[src/rtl/skrt_pkg.sv]
// Package for the shared key reference count table.
// Types, sizes and codes shared by the controller, datapath and top level.
// No dependencies.
package skrt_pkg;

  localparam int unsigned ENTRIES   = 64;
  localparam int unsigned IDX_W     = (ENTRIES > 1) ? $clog2(ENTRIES) : 1;
  localparam int unsigned KEY_W     = 32;
  localparam int unsigned COUNT_W   = 16;
  localparam logic [COUNT_W-1:0] COUNT_MAX   = {COUNT_W{1'b1}};
  localparam logic [COUNT_W-1:0] COUNT_CLAIM = COUNT_W'(2);
  localparam logic [COUNT_W-1:0] COUNT_ONE   = COUNT_W'(1);

  typedef enum logic {
    CMD_RETAIN  = 1'b0,
    CMD_RELEASE = 1'b1
  } cmd_e;

  typedef struct packed {
    cmd_e             command;
    logic [KEY_W-1:0] key;
  } in_item_t;

  typedef struct packed {
    logic still_shared;
    logic dropped;
  } out_item_t;

  typedef struct packed {
    logic [KEY_W-1:0]   key;
    logic [COUNT_W-1:0] count;
  } entry_t;

  // Controller to datapath.
  typedef struct packed {
    logic             start;
    logic             rd_en;
    logic [IDX_W-1:0] rd_addr;
    logic             eval;
    logic [IDX_W-1:0] eval_idx;
    logic             commit;
  } ctrl_cmd_t;

  // Datapath to controller.
  typedef struct packed {
    logic out_free;
  } dp_status_t;

endpackage

[src/rtl/skrt_ram.sv]
// Generic single-write, single-read RAM with registered read data.
// Used for the key/count table. No dependencies.
module skrt_ram #(
  parameter int unsigned WIDTH = 8,
  parameter int unsigned DEPTH = 16,
  parameter int unsigned AW    = (DEPTH > 1) ? $clog2(DEPTH) : 1
) (
  input  logic             clk_i,
  input  logic             we_i,
  input  logic [AW-1:0]    waddr_i,
  input  logic [WIDTH-1:0] wdata_i,
  input  logic             re_i,
  input  logic [AW-1:0]    raddr_i,
  output logic [WIDTH-1:0] rdata_o
);

  logic [WIDTH-1:0] mem_q [DEPTH];
  logic [WIDTH-1:0] rdata_q;

  always_ff @(posedge clk_i) begin
    if (we_i) begin
      mem_q[waddr_i] <= wdata_i;
    end
    if (re_i) begin
      rdata_q <= mem_q[raddr_i];
    end
  end

  assign rdata_o = rdata_q;

endmodule

[src/rtl/skrt_ctrl.sv]
// Controller state machine: input handshake, scan address counter, commit timing.
// Depends on skrt_pkg.
module skrt_ctrl (
  input  logic                clk_i,
  input  logic                rst_ni,
  input  logic                in_valid_i,
  output logic                in_stall_o,
  input  skrt_pkg::dp_status_t status_i,
  output skrt_pkg::ctrl_cmd_t  cmd_o
);

  typedef enum logic [3:0] {
    ST_IDLE   = 4'b0001,
    ST_SCAN   = 4'b0010,
    ST_DRAIN  = 4'b0100,
    ST_UPDATE = 4'b1000
  } state_e;

  localparam logic [skrt_pkg::IDX_W-1:0] LAST_IDX = skrt_pkg::IDX_W'(skrt_pkg::ENTRIES - 1);

  state_e                     state_q, state_d;
  logic [skrt_pkg::IDX_W-1:0] addr_q, addr_d;
  logic                       eval_q;
  logic [skrt_pkg::IDX_W-1:0] eval_idx_q;
  logic                       start;
  logic                       commit;

  assign in_stall_o = (state_q != ST_IDLE);
  assign start      = in_valid_i && (state_q == ST_IDLE);
  assign commit     = (state_q == ST_UPDATE) && status_i.out_free;

  always_comb begin
    state_d = state_q;
    addr_d  = addr_q;
    unique case (state_q)
      ST_IDLE: begin
        addr_d = '0;
        if (in_valid_i) begin
          state_d = ST_SCAN;
        end
      end
      ST_SCAN: begin
        if (addr_q == LAST_IDX) begin
          state_d = ST_DRAIN;
        end else begin
          addr_d = addr_q + 1'b1;
        end
      end
      ST_DRAIN: begin
        state_d = ST_UPDATE;
      end
      ST_UPDATE: begin
        if (status_i.out_free) begin
          state_d = ST_IDLE;
        end
      end
      default: begin
        state_d = ST_IDLE;
      end
    endcase
  end

  always_ff @(posedge clk_i or negedge rst_ni) begin
    if (!rst_ni) begin
      state_q    <= ST_IDLE;
      addr_q     <= '0;
      eval_q     <= 1'b0;
      eval_idx_q <= '0;
    end else begin
      state_q    <= state_d;
      addr_q     <= addr_d;
      eval_q     <= (state_q == ST_SCAN);
      eval_idx_q <= addr_q;
    end
  end

  always_comb begin
    cmd_o          = '0;
    cmd_o.start    = start;
    cmd_o.rd_en    = (state_q == ST_SCAN);
    cmd_o.rd_addr  = addr_q;
    cmd_o.eval     = eval_q;
    cmd_o.eval_idx = eval_idx_q;
    cmd_o.commit   = commit;
  end

endmodule

[src/rtl/skrt_dp.sv]
// Datapath: item register, table RAM, live bits, match/free tracking, result register.
// Depends on skrt_pkg and skrt_ram.
module skrt_dp (
  input  logic                 clk_i,
  input  logic                 rst_ni,
  input  skrt_pkg::in_item_t   in_item_i,
  output logic                 out_valid_o,
  input  logic                 out_stall_i,
  output skrt_pkg::out_item_t  out_item_o,
  input  skrt_pkg::ctrl_cmd_t  cmd_i,
  output skrt_pkg::dp_status_t status_o
);

  skrt_pkg::in_item_t             item_q;
  logic [skrt_pkg::ENTRIES-1:0]   live_q, live_d;
  logic                           hit_q, free_q;
  logic [skrt_pkg::IDX_W-1:0]     hit_idx_q, free_idx_q;
  logic [skrt_pkg::COUNT_W-1:0]   hit_cnt_q;
  skrt_pkg::out_item_t            out_q, res;
  logic                           out_valid_q;

  skrt_pkg::entry_t               rd_entry, wr_entry;
  logic [$bits(skrt_pkg::entry_t)-1:0] rdata;
  logic                           we;
  logic [skrt_pkg::IDX_W-1:0]     waddr;
  logic                           rd_live, rd_match;
  logic [skrt_pkg::COUNT_W-1:0]   dec_cnt;

  skrt_ram #(
    .WIDTH ($bits(skrt_pkg::entry_t)),
    .DEPTH (skrt_pkg::ENTRIES),
    .AW    (skrt_pkg::IDX_W)
  ) u_table (
    .clk_i   (clk_i),
    .we_i    (we),
    .waddr_i (waddr),
    .wdata_i (wr_entry),
    .re_i    (cmd_i.rd_en),
    .raddr_i (cmd_i.rd_addr),
    .rdata_o (rdata)
  );

  assign rd_entry = skrt_pkg::entry_t'(rdata);
  assign rd_live  = live_q[cmd_i.eval_idx];
  assign rd_match = rd_live && (rd_entry.key == item_q.key);
  assign dec_cnt  = hit_cnt_q - skrt_pkg::COUNT_ONE;

  assign status_o.out_free = !out_valid_q || !out_stall_i;

  // Table update and result, applied on commit.
  always_comb begin
    we       = 1'b0;
    waddr    = hit_idx_q;
    wr_entry = '{key: item_q.key, count: skrt_pkg::COUNT_CLAIM};
    live_d   = live_q;
    res      = '0;
    if (item_q.command == skrt_pkg::CMD_RETAIN) begin
      if (hit_q) begin
        we             = cmd_i.commit;
        wr_entry.count = (hit_cnt_q == skrt_pkg::COUNT_MAX) ? hit_cnt_q
                                                            : hit_cnt_q + 1'b1;
      end else if (free_q) begin
        we    = cmd_i.commit;
        waddr = free_idx_q;
        if (cmd_i.commit) begin
          live_d[free_idx_q] = 1'b1;
        end
      end else begin
        res.dropped = 1'b1;
      end
    end else if (hit_q) begin
      res.still_shared = 1'b1;
      if (dec_cnt <= skrt_pkg::COUNT_ONE) begin
        if (cmd_i.commit) begin
          live_d[hit_idx_q] = 1'b0;
        end
      end else begin
        we             = cmd_i.commit;
        wr_entry.count = dec_cnt;
      end
    end
  end

  always_ff @(posedge clk_i) begin
    if (cmd_i.start) begin
      item_q <= in_item_i;
    end
    if (cmd_i.eval && rd_match && !hit_q) begin
      hit_idx_q <= cmd_i.eval_idx;
      hit_cnt_q <= rd_entry.count;
    end
    if (cmd_i.eval && !rd_live && !free_q) begin
      free_idx_q <= cmd_i.eval_idx;
    end
    if (cmd_i.commit) begin
      out_q <= res;
    end
  end

  always_ff @(posedge clk_i or negedge rst_ni) begin
    if (!rst_ni) begin
      live_q      <= '0;
      hit_q       <= 1'b0;
      free_q      <= 1'b0;
      out_valid_q <= 1'b0;
    end else begin
      live_q <= live_d;
      if (cmd_i.start) begin
        hit_q  <= 1'b0;
        free_q <= 1'b0;
      end else if (cmd_i.eval) begin
        if (rd_match) begin
          hit_q <= 1'b1;
        end
        if (!rd_live) begin
          free_q <= 1'b1;
        end
      end
      if (cmd_i.commit) begin
        out_valid_q <= 1'b1;
      end else if (!out_stall_i) begin
        out_valid_q <= 1'b0;
      end
    end
  end

  assign out_valid_o = out_valid_q;
  assign out_item_o  = out_q;

endmodule

[src/rtl/shared_key_refcount_table_top.sv]
// Top level of the shared key reference count table.
// Depends on skrt_pkg, skrt_ctrl, skrt_dp (which holds skrt_ram).
//
// Usage:
//   Input channel (in_valid_i / in_stall_o / in_item_i): one item carries a
//   command (retain or release) and a 32-bit key. An item is taken on a clock
//   edge with in_valid_i high and in_stall_o low.
//   Output channel (out_valid_o / out_stall_i / out_item_o): exactly one
//   result item per input item, in order: still_shared for a release that
//   found its key, dropped for a retain that found neither a match nor a
//   free slot.
//   Timing: after an item is taken the table is scanned one entry per cycle
//   through the single read port of the table RAM, then a drain state
//   finishes the compare and an update state commits the update once the
//   result register is free. A new item is taken only when the controller
//   is back in idle after that commit.
//   Stall: the result register parts the two sides, so the next item is taken
//   and scanned while a result still waits; its commit waits until the
//   result register is free.
//   Reset: asynchronous, active low. All live bits clear, so the table reads
//   as empty at once; no clearing pass is needed.
module shared_key_refcount_table_top (
  input  logic                clk_i,
  input  logic                rst_ni,
  input  logic                in_valid_i,
  output logic                in_stall_o,
  input  skrt_pkg::in_item_t  in_item_i,
  output logic                out_valid_o,
  input  logic                out_stall_i,
  output skrt_pkg::out_item_t out_item_o
);

  skrt_pkg::ctrl_cmd_t  cmd;
  skrt_pkg::dp_status_t status;

  // Sequencer: handshake, scan addresses, commit.
  skrt_ctrl u_ctrl (
    .clk_i      (clk_i),
    .rst_ni     (rst_ni),
    .in_valid_i (in_valid_i),
    .in_stall_o (in_stall_o),
    .status_i   (status),
    .cmd_o      (cmd)
  );

  // Table, match tracking and result register.
  skrt_dp u_dp (
    .clk_i       (clk_i),
    .rst_ni      (rst_ni),
    .in_item_i   (in_item_i),
    .out_valid_o (out_valid_o),
    .out_stall_i (out_stall_i),
    .out_item_o  (out_item_o),
    .cmd_i       (cmd),
    .status_o    (status)
  );

endmodule
[config.mk]
export PLATFORM = sky130hd
export DESIGN_NAME = shared_key_refcount_table_top
export DESIGN_NICKNAME = d
export VERILOG_FILES = /design/src/rtl/skrt_pkg.sv /design/src/rtl/skrt_ram.sv /design/src/rtl/skrt_ctrl.sv /design/src/rtl/skrt_dp.sv /design/src/rtl/shared_key_refcount_table_top.sv
export SDC_FILE = /design/constraint.sdc
export NUM_CORES = 2
export LEC_CHECK = 0
export ABC_CLOCK_PERIOD_IN_PS = 5800
export BUFFER_PORTS_ARGS = -buffer_cell sky130_fd_sc_hd__buf_4
export CAP_MARGIN = 0
export CORE_UTILIZATION = 35
export DETAILED_ROUTE_END_ITERATION = 16
export GPL_TIMING_DRIVEN = 1
export PLACE_DENSITY_LB_ADDON = 0.15
export RECOVER_POWER = 50
export SYNTH_ARGS = -nofsm -noshare
export SYNTH_HDL_FRONTEND = slang
export SYNTH_SLANG_ARGS = --single-unit
[constraint.sdc]
create_clock -name clk_i -period 5.8 [get_ports clk_i]
set_input_delay 1.16 -clock clk_i [delete_from_list [all_inputs] [get_ports clk_i]]
set_output_delay 1.16 -clock clk_i [all_outputs]
set_load 0.005 [all_outputs]
== Word level (Yosys, flattened, before mapping) ==
Memory sizes are Yosys's and may differ from the RTL's. A register that Yosys moved wholly into a read port is not among the register bits.
Cells that the tools add are included.

* RAM bits: 3072
* Output and inout port bits: 4
* Memories kept: 1
* Bits in registers: 147
* Bits of input ports: 37

* Eq/ne operators: 18
* Order comparisons: 6
* Reductions and logical operators: 26
* Muxes and demuxes: 44
* Bitwise logic cells: 3
* $add $sub $neg: 3

{| class="wikitable"
|+ Memory list
! memory !! depth !! width !! rd ports !! clocked after memory_dff !! write ports !! RTL line !! RTL
|-
| u_dp.u_table.mem_q || 64 || 48 || 1 || 1 || 1 || skrt_ram.sv:17 || <nowiki>logic [WIDTH-1:0] mem_q [DEPTH];</nowiki>
|}

{| class="wikitable"
|+ Operators with widths
! operator !! count
|-
| $mux W64 || 7
|-
| $mux W16 || 5
|-
| $and A64 B64 Y64 || 1
|-
| $not A64 Y64 || 1
|-
| $or A64 B64 Y64 || 1
|-
| $eq A32 B32 Y1 || 1
|-
| $mux W6 || 4
|-
| $lt A6 B7 Y1 const B || 3
|-
| $mux W1 || 20
|-
| $add A16 B1 Y16 const B || 1
|-
| $eq A16 B16 Y1 const B || 1
|-
| $le A16 B1 Y1 const B || 1
|-
| $pmux W4 S4 || 1
|-
| $sub A16 B1 Y16 const B || 1
|-
| $ne A2 B2 Y1 const B || 7
|-
| $demux W1 S6 || 2
|-
| $ge A6 B1 Y1 const B || 2
|-
| $mux W4 || 3
|-
| $pmux W6 S2 || 1
|-
| $reduce_bool A2 Y1 || 5
|-
| $logic_and A1 B1 Y1 || 9
|-
| $add A6 B1 Y6 const B || 1
|-
| $bmux W1 S6 || 1
|-
| $eq A6 B6 Y1 const B || 1
|-
| 12 further kinds || 20
|}

== Depth between registers and ports, before layout ==
* Word-level depth: 10
* Depth in mapped cells: 11

== By module ==
Synthesis repeated with hierarchy kept, for this count alone.

* Cell total of the unflattened synthesis: 5736
* Area, all modules: 125499.1 um2

{| class="wikitable"
|+ By module, submodules not included
! module !! instances !! seq. area each (um2) !! area each (um2) !! cells an instance
|-
| skrt_ram || 1 || 93689.9 || 117597.8 || 4970
|-
| skrt_dp || 1 || 3568.4 || 7049.3 || 686
|-
| skrt_ctrl || 1 || 426.7 || 852.1 || 80
|}

== Worst setup path after synthesis ==
OpenSTA, ideal clock, no wires.

* Path type: reg-to-reg
* Start: register u_dp.hit_cnt_q[0] (netlist bit)
* End: memory u_dp.u_table.mem_q[14][0] (netlist bit) (enable)
* Stages on the path, launching flop included: 12
* Setup slack: 0.184 ns
* Period minus slack after synthesis: 5.616 ns
* Arrival time: 5.147 ns
* Setup time: 0.469 ns
* Buffers on the path: 3
* Cells stage by stage: edfxtp_1 > inv_1 > ha_1 > or4b_1 > clkbuf_1 > nor4_1 > xnor2_1 > nand4b_4 > buf_6 > nand4_1 > buf_2 > a21oi_1

* Cells in the longest elaborated chain, start to end: 7

{| class="wikitable"
|+ Ends and longest elaborated chain
! item !! RTL line !! RTL
|-
| start: declaration || skrt_dp.sv:18 || <nowiki>logic [skrt_pkg::COUNT_W-1:0] hit_cnt_q;</nowiki>
|-
| start signal: assignment || skrt_dp.sv:90 || <nowiki>hit_cnt_q <= rd_entry.count;</nowiki>
|-
| $sub A16 B1 Y16 || skrt_dp.sv:46 || <nowiki>assign dec_cnt = hit_cnt_q - skrt_pkg::COUNT_ONE;</nowiki>
|-
| $le A16 B1 Y1 || skrt_dp.sv:73 || <nowiki>if (dec_cnt <= skrt_pkg::COUNT_ONE) begin</nowiki>
|-
| $mux W1 || skrt_dp.sv:73 ||
|-
| $mux W1 || skrt_dp.sv:71 || <nowiki>end else if (hit_q) begin</nowiki>
|-
| $mux W1 || skrt_dp.sv:57 || <nowiki>if (item_q.command == skrt_pkg::CMD_RETAIN) begin</nowiki>
|-
| $mux W1 || skrt_ram.sv:21 || <nowiki>if (we_i) begin</nowiki>
|-
| $mux W1 (implied by the code) || skrt_ram.sv:22 || <nowiki>mem_q[waddr_i] <= wdata_i;</nowiki>
|-
| end: declaration || skrt_ram.sv:17 ||
|}

No other way between the ends.

== Worst setup path after layout ==
* Start: register u_dp.item_q[32] (netlist bit)
* End: memory u_dp.u_table.mem_q[29][30] (netlist bit) (enable)

* Cells in the longest elaborated chain, start to end: 3
* Elaborated cells on any way between the ends: 4
* Classes of those cells: mux: 4

{| class="wikitable"
|+ Ends and longest elaborated chain
! item !! RTL line !! RTL
|-
| start: declaration || skrt_dp.sv:14 || <nowiki>skrt_pkg::in_item_t item_q;</nowiki>
|-
| start signal: assignment || skrt_dp.sv:86 || <nowiki>item_q <= in_item_i;</nowiki>
|-
| $mux W1 || skrt_dp.sv:57 ||
|-
| $mux W1 || skrt_ram.sv:21 ||
|-
| $mux W1 (implied by the code) || skrt_ram.sv:22 ||
|}

Parallel ways exist; a longest one is shown, timed or not.

==> impl_metrics.csv <==
group,metric,value,unit
global_route,overflow,0,
global_route,grt_pass1_vias,60200,
die,io_pins,41,
critical_path,r2r_setup_slack,460,ps
clocking,cts_tree,"done",
pwr,power.density,392,nW/um2
die,die_y,601,um
pwr,p_leak,43.3,nW
synth,synth_warnings,0,
layout,multi_input_area,27300,um2
critical_path,crit_type,"flip-flop to flip-flop",
detailed_routing,via_per_inst,5.49,
clocking,clockBufferDepth,4,
placement,place_hpwl,209,mm
synth,synth-seq-area-share,0.778,
pwr,worst_ir_drop_vdd,0.000325,V
die,chipWidth,601,um
synth,ys.flop_type,"edfxtp_1",
critical_path,crit_chain,"clkbuf_1 -> nor2b_1 -> and2_0 -> o21ai_0 -> nand2_1 -> a21oi_4 -> buf_2",
synth,syn-cell-area,126000,um2
clocking,clkSlewWorstSetupHoldPaths,70,ps
timing,hold_viol,0,
run_status,violations,"capacitance limit, slew limit",
detailed_routing,drt_iter0_drc,6319,
clocking,cts_sinks,3267,
synth,ys_seq_elements,3267,
detailed_routing,wire_per_inst,34.2,um
layout,final_cell_mix,"edfxtp_1 (3,183), mux4_2 (1,021), clkbuf_16 (356)",
critical_path,cp-start-kind,"flip-flop",
synth,synth-async-reset-ratio,0.0257,
critical_path,arrival,5820,ps
global_route,grt_max_degree,93,
pwr,finalPower,56.8,mW
clocking,cts_setup_buffers,0,
placement,place_area,134000,um2
synth,synth_cell_type_count,68,
detailed_routing,drc,0,
layout,drive_gt1_frac,0.311,
critical_path,cp_max_fo,48,
global_route,grt_first_pass_wirelength,503,mm
layout,fin_nets,5601,
run_status,status,"finished, violations left",
timing,maxSlewHeadroom,-1.43,
die,core_area,356000,um2
timing,finalSetupViolations,0,
detailed_routing,routed-via-count,58200,
die,dieArea,361000,um2
clocking,cts_inserted_buffers,352,
layout,layout_commonest_cell,"edfxtp_1",
synth,syn-mean-instance-area,24.2,um2
detailed_routing,wirelength,362,mm
layout,final_cell_area,145000,um2
clocking,h-tree-depth,5,
global_route,antenna_found_initial,25,
job,cap_violations,58,
hold_path,hp-class,"flip-flop to flip-flop",
critical_path,critPathTopFamily,"buffers and inverters",
critical_path,cp.required,6280,ps
synth,synthCells,5191,
clocking,ctsHoldBuffers,0,
timing,whs,419,ps
clocking,cts_resized,0,
die,initial_utilization,0.352,
detailed_routing,antenna_left,0,
timing,rsz0062_at_grt,"no",
timing,skew,56.8,ps
layout,ff_latch_area,97700,um2
critical_path,crit_buf_inv,2,
synth,synth_nets,5234,
detailed_routing,firstDrtPassIters,5,
layout,areaGrowthSynthToFinish,15.3,%
placement,port_buffers,40,
global_route,grt_use_total,0.199,
clocking,insertion_delay,930,ps
die,rows,219,
timing,max_freq,187,MHz
timing,post-route-period-util,0.921,
timing,fin_crit,5340,ps
clocking,cts_root_buffer,"clkbuf_16",
critical_path,slowest_delay,1370,ps
timing,fin_tns_setup,0,ps
timing,drv_slew,2845,
layout,fillers,30900,
critical_path,critical_path.endpoint_type,"flip-flop",
synth,synth_edf_count,3183,
critical_path,cp_slowest_cell,"buf_2",
placement,routabilityCongestion,0.795,
timing,worstMarginPinSlew,3640,ps
==> where the power goes <==
group / internal, mW / switching (mW) / total (mW)
Sequential: 26.8 / 0.276 / 27.1
Combinational: 3.54 / 4.41 / 7.95
Clock: 12.4 / 9.37 / 21.7
==> layer usage <==
metal,routed length [um],up-vias,share of wire,GRT usage
li1,-,23300,-,-
met1,155000,32700,0.43,0.278
met2,179000,1727,0.50,0.332
met3,20300,411,0.056,0.0293
met4,7410,2,0.020,0.0414
met5,10,-,0.000028,0
==> layout make-up <==
class                   instances  share of cell area
diodes                          4           0.0000691
clock buffers                 438              0.0637
clock inverters               200              0.0124
inverters                      48             0.00126
multi-input cells            1606               0.189
flip-flops and latches       3267               0.675
well taps                    4751              0.0411
repair buffers                283              0.0178
==> kinds of logic after synthesis <==
group,count (synthesis),synth area share
XOR/XNOR,53,0.00370
AND/OR/NAND/NOR,253,0.0113
adder cells (fa/ha/maj),6,0.000598
buffers and inverters,318,0.00963
AO/OA/AOI/OAI,255,0.0121
flip-flops,3267,0.778
multiplexers,1039,0.185
==> flip-flops by register name (all words and copies together) (netlist names), 6 cells and up <==
name	cells
u_dp.u_table.rdata_o	48
u_ctrl.addr_q	6
u_dp.item_q	33
u_dp.live_q	64
u_dp.free_idx_q	6
u_ctrl.eval_idx_q	6
u_dp.hit_cnt_q	16
u_dp.hit_idx_q	6
u_dp.u_table.mem_q	3072
==> synth_stat cells (3+ instances only) <==
library cell	instances	share of area
nand4_1	12	0.00060
o41ai_1	3	0.00021
o211ai_1	5	0.00030
mux2_2	5	0.00045
ha_1	6	0.00060
nor2b_1	14	0.00070
xnor2_1	17	0.0012
nor2_1	50	0.0015
mux2i_1	13	0.0010
a32oi_1	7	0.00049
nand2_1	64	0.0019
edfxtp_1	3183	0.76
nor3b_1	3	0.00018
a22oi_1	23	0.0014
xor2_1	36	0.0025
nor3_1	18	0.00072
o31ai_1	3	0.00018
mux4_2	1021	0.18
buf_2	6	0.00024
nor4_1	16	0.00080
o21ai_1	3	0.00012
and3_1	8	0.00040
a31oi_1	10	0.00050
nand3b_1	6	0.00036
and3b_1	3	0.00021
nand2b_1	6	0.00030
nand3_1	17	0.00068
or2_2	4	0.00020
inv_1	46	0.0014
and2_1	4	0.00020
o21ai_0	39	0.0016
or3_1	6	0.00030
a21oi_1	138	0.0055
dfrtp_1	83	0.017
nor4_4	6	0.0010
or4_1	5	0.00030
buf_1	77	0.0023
clkbuf_1	186	0.0056
==> stage by stage <==
stage	setup WS, ps	std cells	util
after floorplan	184	5191	-
after global placement	785	9955	0.377
after detailed placement	850	9955	0.377
after CTS	772	10600	0.408
after global routing	271	10600	0.406
final	459	10600	0.406
==> path summary, 6_finish.rpt <==
| path | start | endpoint | cells past startpoint |
|---|---|---|---|
| worst max-delay path | u_dp.item_q[32]$_DFFE_PP_ | u_dp.u_table.mem_q[29][30]$_DFFE_PP_ | 7 |
| worst min-delay path | u_dp.u_table.rdata_o[11]$_DFFE_PP_ | u_dp.hit_cnt_q[11]$_DFFE_PP_ | 0 |
| worst max register to register | u_dp.item_q[32]$_DFFE_PP_ | u_dp.u_table.mem_q[29][30]$_DFFE_PP_ | 7 |
| worst min register to register | u_dp.u_table.rdata_o[11]$_DFFE_PP_ | u_dp.hit_cnt_q[11]$_DFFE_PP_ | 0 |
| max in group asynchronous | rst_ni | u_ctrl.addr_q[2]$_DFFE_PN0P_ | 2 |
| min in group asynchronous | rst_ni | u_dp.live_q[9]$_DFFE_PN0P_ | 1 |
(Power assumes the default switching activity.)
